--- src/design/tte_pkg.sv ---
package tte_pkg;

  typedef enum logic [1:0] {
    CMD_ADD    = 2'd0,
    CMD_CANCEL = 2'd1,
    CMD_TICK   = 2'd2,
    CMD_NONE   = 2'd3
  } cmd_e;

  typedef enum logic [1:0] {
    KIND_ADD     = 2'd0,
    KIND_CANCEL  = 2'd1,
    KIND_EXPIRED = 2'd2,
    KIND_SUMMARY = 2'd3
  } kind_e;

  typedef enum logic [2:0] {
    ST_IDLE,
    ST_ADD,
    ST_CANCEL,
    ST_SCAN,
    ST_EVAL
  } state_e;

  localparam int unsigned IdW   = 32;
  localparam int unsigned TimeW = 48;
  localparam int unsigned IvlW  = 32;

  typedef struct packed {
    logic [1:0]       cmd;
    logic [TimeW-1:0] deadline;
    logic [IvlW-1:0]  repeat_interval;
    logic [IdW-1:0]   target_id;
    logic [TimeW-1:0] now_time;
  } in_t;

  typedef struct packed {
    logic [1:0]       kind;
    logic [IdW-1:0]   tmr_id;
    logic             ok;
    logic             next_valid;
    logic [TimeW-1:0] next_deadline;
    logic             last;
  } out_t;

  typedef struct packed {
    logic [IdW-1:0]   id;
    logic [TimeW-1:0] deadline;
    logic [IvlW-1:0]  interval;
  } slot_t;

endpackage

--- src/design/tte_slot_ram.sv ---
module tte_slot_ram import tte_pkg::*; #(
  parameter int unsigned Depth = 16,
  parameter int unsigned AddrW = 4
) (
  input  logic             clk_i,
  input  logic             we_i,
  input  logic [AddrW-1:0] waddr_i,
  input  slot_t            wdata_i,
  input  logic [AddrW-1:0] raddr_i,
  output slot_t            rdata_o
);

  slot_t mem [Depth];
  slot_t rdata_q;

  always_ff @(posedge clk_i) begin
    if (we_i) begin
      mem[waddr_i] <= wdata_i;
    end
  end

  always_ff @(posedge clk_i) begin
    rdata_q <= mem[raddr_i];
  end

  assign rdata_o = rdata_q;

endmodule

--- src/design/timer_table_expiry_top.sv ---
// Channel   Ports                        Direction  Transfer
// command   start_i, busy_o, item_i      in         start_i high while busy_o low
// result    res_valid_o, res_o           out        one-cycle strobe, always taken
//
// Add: ST_ADD writes the slot after the accept cycle. Cancel: a scan that stops at a hit or the last slot.
// Tick: one full scan per expiring timer, plus a final scan for the summary;
// each pass walks the slot RAM through its single read port, one slot a cycle.
// Reset clears the valid bits and the id counter at once; slot RAM needs no clearing.
// busy_o drops in the cycle that strobes the last result, so the next item
// may be taken at the edge that ends it.
module timer_table_expiry_top import tte_pkg::*; #(
  parameter int unsigned TIMER_SLOTS = 16
) (
  input  logic clk_i,
  input  logic rst_ni,
  input  logic start_i,
  output logic busy_o,
  input  in_t  item_i,
  output logic res_valid_o,
  output out_t res_o
);

  localparam int unsigned IW = $clog2(TIMER_SLOTS);
  localparam int unsigned CW = $clog2(TIMER_SLOTS + 1);
  localparam logic [IW-1:0] LastIdx  = IW'(TIMER_SLOTS - 1);
  localparam logic [CW-1:0] NumSlots = CW'(TIMER_SLOTS);

  state_e                 state_q, state_d;
  in_t                    req_q, req_d;
  logic [TIMER_SLOTS-1:0] valid_q, valid_d;
  logic [TIMER_SLOTS-1:0] due_q, due_d;
  logic [IdW-1:0]         seq_q, seq_d;
  logic [CW-1:0]          issue_q, issue_d;
  logic                   chk_vld_q, chk_vld_d;
  logic [IW-1:0]          chk_idx_q, chk_idx_d;
  logic                   first_q, first_d;
  logic                   best_vld_q, best_vld_d;
  logic [IW-1:0]          best_idx_q, best_idx_d;
  slot_t                  best_q, best_d;
  logic                   nx_vld_q, nx_vld_d;
  logic [TimeW-1:0]       nx_dl_q, nx_dl_d;
  logic                   res_vld_q, res_vld_d;
  out_t                   res_q, res_d;

  logic          ram_we;
  logic [IW-1:0] ram_waddr;
  slot_t         ram_wdata;
  slot_t         ram_rdata;

  logic          free_found;
  logic [IW-1:0] free_idx;
  logic          issuing;
  logic          cancel_hit;
  logic          cand;
  logic [TimeW:0]   rearm_sum;
  logic [TimeW-1:0] rearm_dl;

  tte_slot_ram #(
    .Depth (TIMER_SLOTS),
    .AddrW (IW)
  ) u_ram (
    .clk_i   (clk_i),
    .we_i    (ram_we),
    .waddr_i (ram_waddr),
    .wdata_i (ram_wdata),
    .raddr_i (issue_q[IW-1:0]),
    .rdata_o (ram_rdata)
  );

  // lowest free slot
  always_comb begin
    free_found = 1'b0;
    free_idx   = '0;
    for (int i = TIMER_SLOTS - 1; i >= 0; i--) begin
      if (!valid_q[i]) begin
        free_found = 1'b1;
        free_idx   = IW'(i);
      end
    end
  end

  assign issuing = ((state_q == ST_CANCEL) || (state_q == ST_SCAN)) && (issue_q < NumSlots);
  assign cancel_hit = valid_q[chk_idx_q] && (ram_rdata.id == req_q.target_id);
  assign cand = first_q ? (valid_q[chk_idx_q] && (ram_rdata.deadline < req_q.now_time))
                        : due_q[chk_idx_q];

  // rearm at tick time plus interval, saturate at the top of the time range
  assign rearm_sum = {1'b0, req_q.now_time} + {{(TimeW + 1 - IvlW){1'b0}}, best_q.interval};
  assign rearm_dl  = rearm_sum[TimeW] ? {TimeW{1'b1}} : rearm_sum[TimeW-1:0];

  always_comb begin
    state_d = state_q;
    case (state_q)
      ST_IDLE: begin
        if (start_i) begin
          case (item_i.cmd)
            CMD_ADD:    state_d = ST_ADD;
            CMD_CANCEL: state_d = ST_CANCEL;
            CMD_TICK:   state_d = ST_SCAN;
            default:    state_d = ST_IDLE;
          endcase
        end
      end
      ST_ADD: state_d = ST_IDLE;
      ST_CANCEL: begin
        if (chk_vld_q && (cancel_hit || (chk_idx_q == LastIdx))) begin
          state_d = ST_IDLE;
        end
      end
      ST_SCAN: begin
        if (chk_vld_q && (chk_idx_q == LastIdx)) begin
          state_d = ST_EVAL;
        end
      end
      ST_EVAL: state_d = best_vld_q ? ST_SCAN : ST_IDLE;
      default: state_d = ST_IDLE;
    endcase
  end

  always_comb begin
    req_d      = req_q;
    valid_d    = valid_q;
    due_d      = due_q;
    seq_d      = seq_q;
    issue_d    = issue_q;
    chk_vld_d  = 1'b0;
    chk_idx_d  = issue_q[IW-1:0];
    first_d    = first_q;
    best_vld_d = best_vld_q;
    best_idx_d = best_idx_q;
    best_d     = best_q;
    nx_vld_d   = nx_vld_q;
    nx_dl_d    = nx_dl_q;
    res_vld_d  = 1'b0;
    res_d      = '0;
    ram_we     = 1'b0;
    ram_waddr  = free_idx;
    ram_wdata  = '{id: seq_q, deadline: req_q.deadline, interval: req_q.repeat_interval};

    if (issuing) begin
      chk_vld_d = 1'b1;
      issue_d   = issue_q + 1'b1;
    end

    case (state_q)
      ST_IDLE: begin
        if (start_i) begin
          req_d      = item_i;
          issue_d    = '0;
          first_d    = 1'b1;
          best_vld_d = 1'b0;
          nx_vld_d   = 1'b0;
          due_d      = '0;
        end
      end
      ST_ADD: begin
        res_vld_d  = 1'b1;
        res_d.kind = KIND_ADD;
        res_d.last = 1'b1;
        if (free_found) begin
          ram_we            = 1'b1;
          valid_d[free_idx] = 1'b1;
          seq_d             = seq_q + 1'b1;
          res_d.tmr_id      = seq_q;
          res_d.ok          = 1'b1;
        end
      end
      ST_CANCEL: begin
        if (chk_vld_q) begin
          if (cancel_hit) begin
            valid_d[chk_idx_q] = 1'b0;
            res_vld_d      = 1'b1;
            res_d.kind     = KIND_CANCEL;
            res_d.tmr_id   = req_q.target_id;
            res_d.ok       = 1'b1;
            res_d.last     = 1'b1;
          end else if (chk_idx_q == LastIdx) begin
            res_vld_d      = 1'b1;
            res_d.kind     = KIND_CANCEL;
            res_d.tmr_id   = req_q.target_id;
            res_d.last     = 1'b1;
          end
        end
      end
      ST_SCAN: begin
        if (chk_vld_q) begin
          if (first_q) begin
            due_d[chk_idx_q] = cand;
          end
          // strict compare keeps the lowest slot on equal deadlines
          if (cand && (!best_vld_q || (ram_rdata.deadline < best_q.deadline))) begin
            best_vld_d = 1'b1;
            best_idx_d = chk_idx_q;
            best_d     = ram_rdata;
          end
          if (valid_q[chk_idx_q] && (ram_rdata.deadline > req_q.now_time) &&
              (!nx_vld_q || (ram_rdata.deadline < nx_dl_q))) begin
            nx_vld_d = 1'b1;
            nx_dl_d  = ram_rdata.deadline;
          end
        end
      end
      ST_EVAL: begin
        res_vld_d = 1'b1;
        if (best_vld_q) begin
          res_d.kind     = KIND_EXPIRED;
          res_d.tmr_id   = best_q.id;
          due_d[best_idx_q] = 1'b0;
          if (best_q.interval != '0) begin
            ram_we    = 1'b1;
            ram_waddr = best_idx_q;
            ram_wdata = '{id: best_q.id, deadline: rearm_dl, interval: best_q.interval};
          end else begin
            valid_d[best_idx_q] = 1'b0;
          end
          // start another pass over the remaining due timers
          issue_d    = '0;
          first_d    = 1'b0;
          best_vld_d = 1'b0;
          nx_vld_d   = 1'b0;
        end else begin
          res_d.kind          = KIND_SUMMARY;
          res_d.next_valid    = nx_vld_q;
          res_d.next_deadline = nx_vld_q ? nx_dl_q : '0;
          res_d.last          = 1'b1;
        end
      end
      default: ;
    endcase
  end

  always_ff @(posedge clk_i or negedge rst_ni) begin
    if (!rst_ni) begin
      state_q    <= ST_IDLE;
      valid_q    <= '0;
      due_q      <= '0;
      seq_q      <= '0;
      issue_q    <= '0;
      chk_vld_q  <= 1'b0;
      first_q    <= 1'b0;
      best_vld_q <= 1'b0;
      nx_vld_q   <= 1'b0;
      res_vld_q  <= 1'b0;
    end else begin
      state_q    <= state_d;
      valid_q    <= valid_d;
      due_q      <= due_d;
      seq_q      <= seq_d;
      issue_q    <= issue_d;
      chk_vld_q  <= chk_vld_d;
      first_q    <= first_d;
      best_vld_q <= best_vld_d;
      nx_vld_q   <= nx_vld_d;
      res_vld_q  <= res_vld_d;
    end
  end

  always_ff @(posedge clk_i) begin
    req_q      <= req_d;
    chk_idx_q  <= chk_idx_d;
    best_idx_q <= best_idx_d;
    best_q     <= best_d;
    nx_dl_q    <= nx_dl_d;
    res_q      <= res_d;
  end

  assign busy_o      = (state_q != ST_IDLE);
  assign res_valid_o = res_vld_q;
  assign res_o       = res_q;

endmodule

--- config.mk ---
export PLATFORM = sky130hd
export DESIGN_NAME = timer_table_expiry_top
export DESIGN_NICKNAME = d
export VERILOG_FILES = /design/src/design/tte_pkg.sv /design/src/design/tte_slot_ram.sv /design/src/design/timer_table_expiry_top.sv
export SDC_FILE = /design/constraint.sdc
export NUM_CORES = 2
export LEC_CHECK = 0
export ABC_AREA = 1
export BUFFER_PORTS_ARGS = -buffer_cell sky130_fd_sc_hd__buf_4
export CAP_MARGIN = 30
export CORE_ASPECT_RATIO = 0.8
export CORE_MARGIN = 2
export CORE_UTILIZATION = 40
export DETAILED_ROUTE_END_ITERATION = 12
export SETUP_SLACK_MARGIN = 0.3
export SLEW_MARGIN = 20
export SYNTH_ARGS = -nofsm -noshare
export SYNTH_HDL_FRONTEND = slang
export SYNTH_SLANG_ARGS = --single-unit
--- constraint.sdc ---
create_clock -name clk_i -period 23.4 [get_ports clk_i]
set_input_delay 4.68 -clock clk_i [delete_from_list [all_inputs] [get_ports clk_i]]
set_output_delay 4.68 -clock clk_i [all_outputs]
set_load 0.01 [all_outputs]
### Word level (Yosys, flattened, before mapping)

Memory sizes are Yosys's and may differ from the RTL's. A register that Yosys moved wholly into a read port is not among the register bits.
Index checks and enable logic that the tools add are counted.

* bits in registers: 490
* output and inout bits: 87
* memory bits (writable): 1792
* bits of input ports: 165
* bits in latches: 0
* bits in read-only memories: 0
* memories kept: 1
* logic and storage cells: 210

Memory list
* u_ram.mem: depth 16, width 112, read ports 1, clocked after Yosys merged registers in 1, wr ports 1, RTL line tte_slot_ram.sv:13 `slot_t mem [Depth];`

* add/sub/neg operators: 3
* multiply operators: 0
* bitwise gates (word level): 8
* shift-type cells: 0
* muxes and demuxes: 104
* div/mod/pow operators: 0
* reduce and logical (&&, ||, !) cells: 37
* $lt $le $gt $ge: 11
* equal/unequal tests: 20

Operators with widths (count)
* $mux 112: 3
* $lt 48x48->1: 3
* $mux 16: 9
* $pmux 34 s3: 1
* $mux 33: 3
* $pmux 16 s3: 2
* $mux 4: 19
* $add 48x32->49: 1
* $and 16x16->16: 3
* $gt 48x48->1: 1
* $mux 48: 1
* $mux 1: 41
* $mux 34: 1
* $add 32x1->32 const B: 1
* $eq 32x32->1: 1
* $mux 32: 1
* $not 16->16: 2
* $reduce_bool 32->1: 1
* $bwmux 16: 1
* $ne 2x2->1 const B: 8
* $or 16x16->16: 1
* $lt 4x5->1 const B: 3
* $mux 5: 3
* $demux 1 s4: 3
* 33 further kinds: 70

### Depth between registers and ports, before layout

* depth in word-level cells: 23
* mapped depth: 20
* mapped depth without buffers: 20

### Modules after synthesis

A second synthesis with hierarchy kept.

* cell total of the unflattened synthesis: 10088
* area total of the unflattened synthesis: 104176.2 um2

Modules (own cells, without submodules)
* tte_slot_ram: area each 78783.1 um2, cells an instance 7347, sequential area each 56053.8 um2, instances 1
* timer_table_expiry_top: area each 25393.1 um2, cells an instance 2741, sequential area each 13437.9 um2, instances 1

### Worst setup path before layout

OpenSTA, ideal clock, no wires.

* kind: input -> register
* start point: in start_i
* end point: reg issue_q[1]
* arrival: 12007 ps
* cell stages on the path: 5
* library setup time: 136 ps
* slack: 11256 ps
* cells stage by stage: inv_1 -> nor2_1 -> nor2_1 -> inv_1 -> a211oi_1

* word-level cells in the longest chain between the ends: 2

RTL lines
* from (decl): RTL line timer_table_expiry_top.sv:16 `input logic start_i,`
* $mux 5: RTL line timer_table_expiry_top.sv:147 `if (start_i) begin`
* $pmux 5 s2: RTL line timer_table_expiry_top.sv:145 `case (state_q)`
* named net issue_d[1]: RTL line timer_table_expiry_top.sv:33 `logic [CW-1:0] issue_q, issue_d;`
* to (signal assigned): RTL line timer_table_expiry_top.sv:249 `issue_q <= issue_d;`
* to (decl): RTL line timer_table_expiry_top.sv:33

The timed path passes the listed nets, and every way through them passes these cells.
A chain may end at the register's enable or synchronous reset.

### Final worst setup path

* start point: reg state_q[1]
* end point: out busy_o

* word-level cells in the longest chain between the ends: 1

RTL lines
* from (decl): RTL line timer_table_expiry_top.sv:28 `state_e state_q, state_d;`
* from (signal assigned): RTL line timer_table_expiry_top.sv:245 `state_q <= state_d;`
* $reduce_bool 3->1: RTL line timer_table_expiry_top.sv:267 `assign busy_o = (state_q != ST_IDLE);`
* to (decl): RTL line timer_table_expiry_top.sv:17 `output logic busy_o,`

Every way passes these cells.

==> flow_summary.ini <==
[critical_path]
cp_cell_sequence = nor2_1 -> inv_1 -> nor2_1 -> inv_1 -> buf_4
slowest_stage = dfrtp_1
worst-path-max-fanout = 4
crit_buf_inv = 3
cp.required_ps = 18720
worstPathArrival_ps = 2080
worst-path-stages = 5
ff2ff_path_depth = 14
slowest_delay_ps = 430
start_kind = flip-flop
end_kind = output pin
cp_top_family = buffers and inverters
path_class = reg2out

[place]
place_hpwl_um = 159000
post_dp_cell_area_mm2 = 0.102
io_buffers = 251
gp_congestion = 0.916

[synth]
yosysSeqAreaShare_pct = 72.2
avgSynthCellArea_um2 = 12.4
postSynth.asyncResetShare_pct = 3.22
synth_top_family_by_area = compound AO/OA/AOI/OAI gates
synth_xor_area_share_pct = 0.728
synth_simple_gate_area_share_pct = 10.3
synth_mux_area_share_pct = 0.0702
synthFlopType = edfxtp_1
yosysTopAreaCell = edfxtp_1
synth.cell_area_mm2 = 0.0962
synth.distinct_cells = 59
synth_compound_area_share_pct = 11.0
ys_warn_count = 0
synth-adder-area-share_pct = 2.35
syn_nets = 8121
synth_area_leaders = edfxtp_1 (66%), o21ai_0 (5.3%), nor2_1 (4.8%)
syn_inst = 7776
ys_ff_latch = 2394
synth_top_cell_area_share_pct = 66.0
synth-edff-count = 2116

[timing]
hold_violations = 0
finClkSkew_ps = 60.6
setup_tns_ps = 0
max_freq_mhz = 148
fin_crit_sh_pct = 28.9
rsz0062_at_grt = no
period_minus_slack_ps = 6760
relSlewSlack_pct = 22.9
tightest_slew_ps = 1160
setup_viol = 0
drv_slew = 0

[die]
dieWidth_um = 552
io_pins = 252
core_mm2 = 0.240
rows = 161
die_h_um = 443
start_util_pct = 40.1
die-area_mm2 = 0.245

[routing]
wl_um = 278000
drtIter0Drc = 7328
vias = 63800
avgRoutedWirePerCell_um = 24.4
drcViolationCount = 0
avgViaCountPerCell = 5.60
final_antenna_net_count = 0
firstDrtPassIters = 7

[hold_path]
hold-path-cell-count = 0
hp-class = reg2reg

[finish]
layout_common_cells = edfxtp_1 (2,116), nor2_1 (1,222), o21ai_0 (1,011), nand2_1 (769), inv_1 (424)
final_common_cell = edfxtp_1
drive_gt1_share_pct = 10.5
nets = 8352
area_growth_pct = 14.4
final_cell_area_mm2 = 0.110
n_antenna_cell = 0

[run]
drv_cap = 0

[clock_tree]
cts_made_buffers = 233
clkSlewWorstSetupHoldPaths_ps = 60
ctsRootBufferMaster = clkbuf_16
cts_buffer_depth = 3
cts_setup_buffers = 0
cts_tree = built
clock-sinks = 2394
postCtsResizedCells = 0
insertion_delay_ps = 890
cts-htree-levels = 4
holdBufCountCts = 0

[global_routing]
grt_pass1_vias = 60600
grt_use_total_pct = 22.2
grt_max_degree = 231
antenna_found_initial = 6
grt.overflow.total = 0
grt_pass1_wl_um = 405000

[status]
outcome = complete, no violations

[power_and_ir_drop]
power_density_mw_per_mm2 = 115
p_leak_nw = 37.5
vdd_ir_drop_max_mv = 0.108
[registers in the layout, summed over array words and instances (netlist names), 3 cells and up]
signal         flops
req_q            160
u_ram.mem       1792
issue_q            5
nx_dl_q           48
res_o             85
u_ram.rdata_o    112
state_q            3
valid_q           16
chk_idx_q          4
best_q           112
best_idx_q         4
due_q             16
seq_q             32
[power breakdown]
part / internal (mW) / total, mW / leakage (nW) / switching [mW]
clock network: 2.14 / 3.77 / 3.79 / 1.63
registers: 5.13 / 5.51 / 21.1 / 0.376
logic: 0.979 / 3.39 / 12.6 / 2.42
[cell usage after synthesis, types with 19 or more instances]
library cell and instances:
a21oi_1 191, buf_1 27, buf_2 19, clkbuf_1 358, dfrtp_1 77, dfxtp_1 201
edfxtp_1 2116, ha_1 179, inv_1 428, nand2_1 769, nand3_1 278, nand4_1 51
nor2_1 1241, nor3_1 42, o211ai_1 66, o21ai_0 1014, o221ai_1 195, o22ai_1 303
xnor2_1 36, xor2_1 44
[worst reg2reg max path, delay by kind of cell (launching register included)]
kind / cells / cell delay (ps)
buf+inv: 5 / 2730
simple gates: 8 / 2300
flops: 1 / 400
compound gates: 1 / 160
[per-stage QoR]
step / hold WS (ps) / setup slack [ps] / total power, mW / utilization, % / cells
6_report: 404 / 16640 / 12.7 / 45.9 / 11400
5_1_grt: 406 / 16510 / 13.3 / 45.9 / 11400
4_1_cts: 402 / 16610 / 12.7 / 45.8 / 11400
3_5_place_dp: 389 / 16660 / 8.93 / 42.6 / 10900
3_3_place_gp: 390 / 16670 / 8.84 / 42.4 / 10900
2_1_floorplan: 368 / 11260 / 7.60 / - / 7776
[worst paths after layout]
kind	start	to	slack (ps)
max	state_q[1]$_DFFE_PN0P_	busy_o	16640
min	u_ram.rdata_o[23]$_DFF_P_	best_q[23]$_DFFE_PP_	400
max reg2reg	best_q[1]$_DFFE_PP_	u_ram.mem[12][48]$_DFFE_PP_	17350
min reg2reg	u_ram.rdata_o[23]$_DFF_P_	best_q[23]$_DFFE_PP_	400
max in group asynchronous	rst_ni	issue_q[2]$_DFF_PN0_	18570
min in group asynchronous	rst_ni	res_valid_o$_DFF_PN0_	3810
[cells by family (layout without fill, tap and decap cells)]
kind of cell / Yosys count / count (layout)
AOI/OAI and AO/OA: 1826 / 1826
xor gates and xnor gates: 80 / 80
adders and majority gates: 180 / 180
buffers and inverters: 851 / 1289
DFF: 2394 / 2394
muxes: 6 / 6
and+or+nand+nor: 2439 / 2439
[layout make-up]
type | instances | area, um2
fillers | 21300 | 130000
flip-flops and latches | 2394 | 69500
multi-input cells | 4531 | 23700
clock buffers | 337 | 6640
well taps | 3178 | 3980
repair buffers | 409 | 3430
inverters | 438 | 1680
clock inverters | 105 | 1120
[metal layers]
layer	part of all wire, %	vias to the layer above	GRT usage (%)
met3	7.6	465	3.19
met5	0	-	0
li1	-	28700	-
met1	43	31900	31.1
met2	46	2721	35.0
met4	3.8	0	8.08
Power figures use the tool's default switching activity.
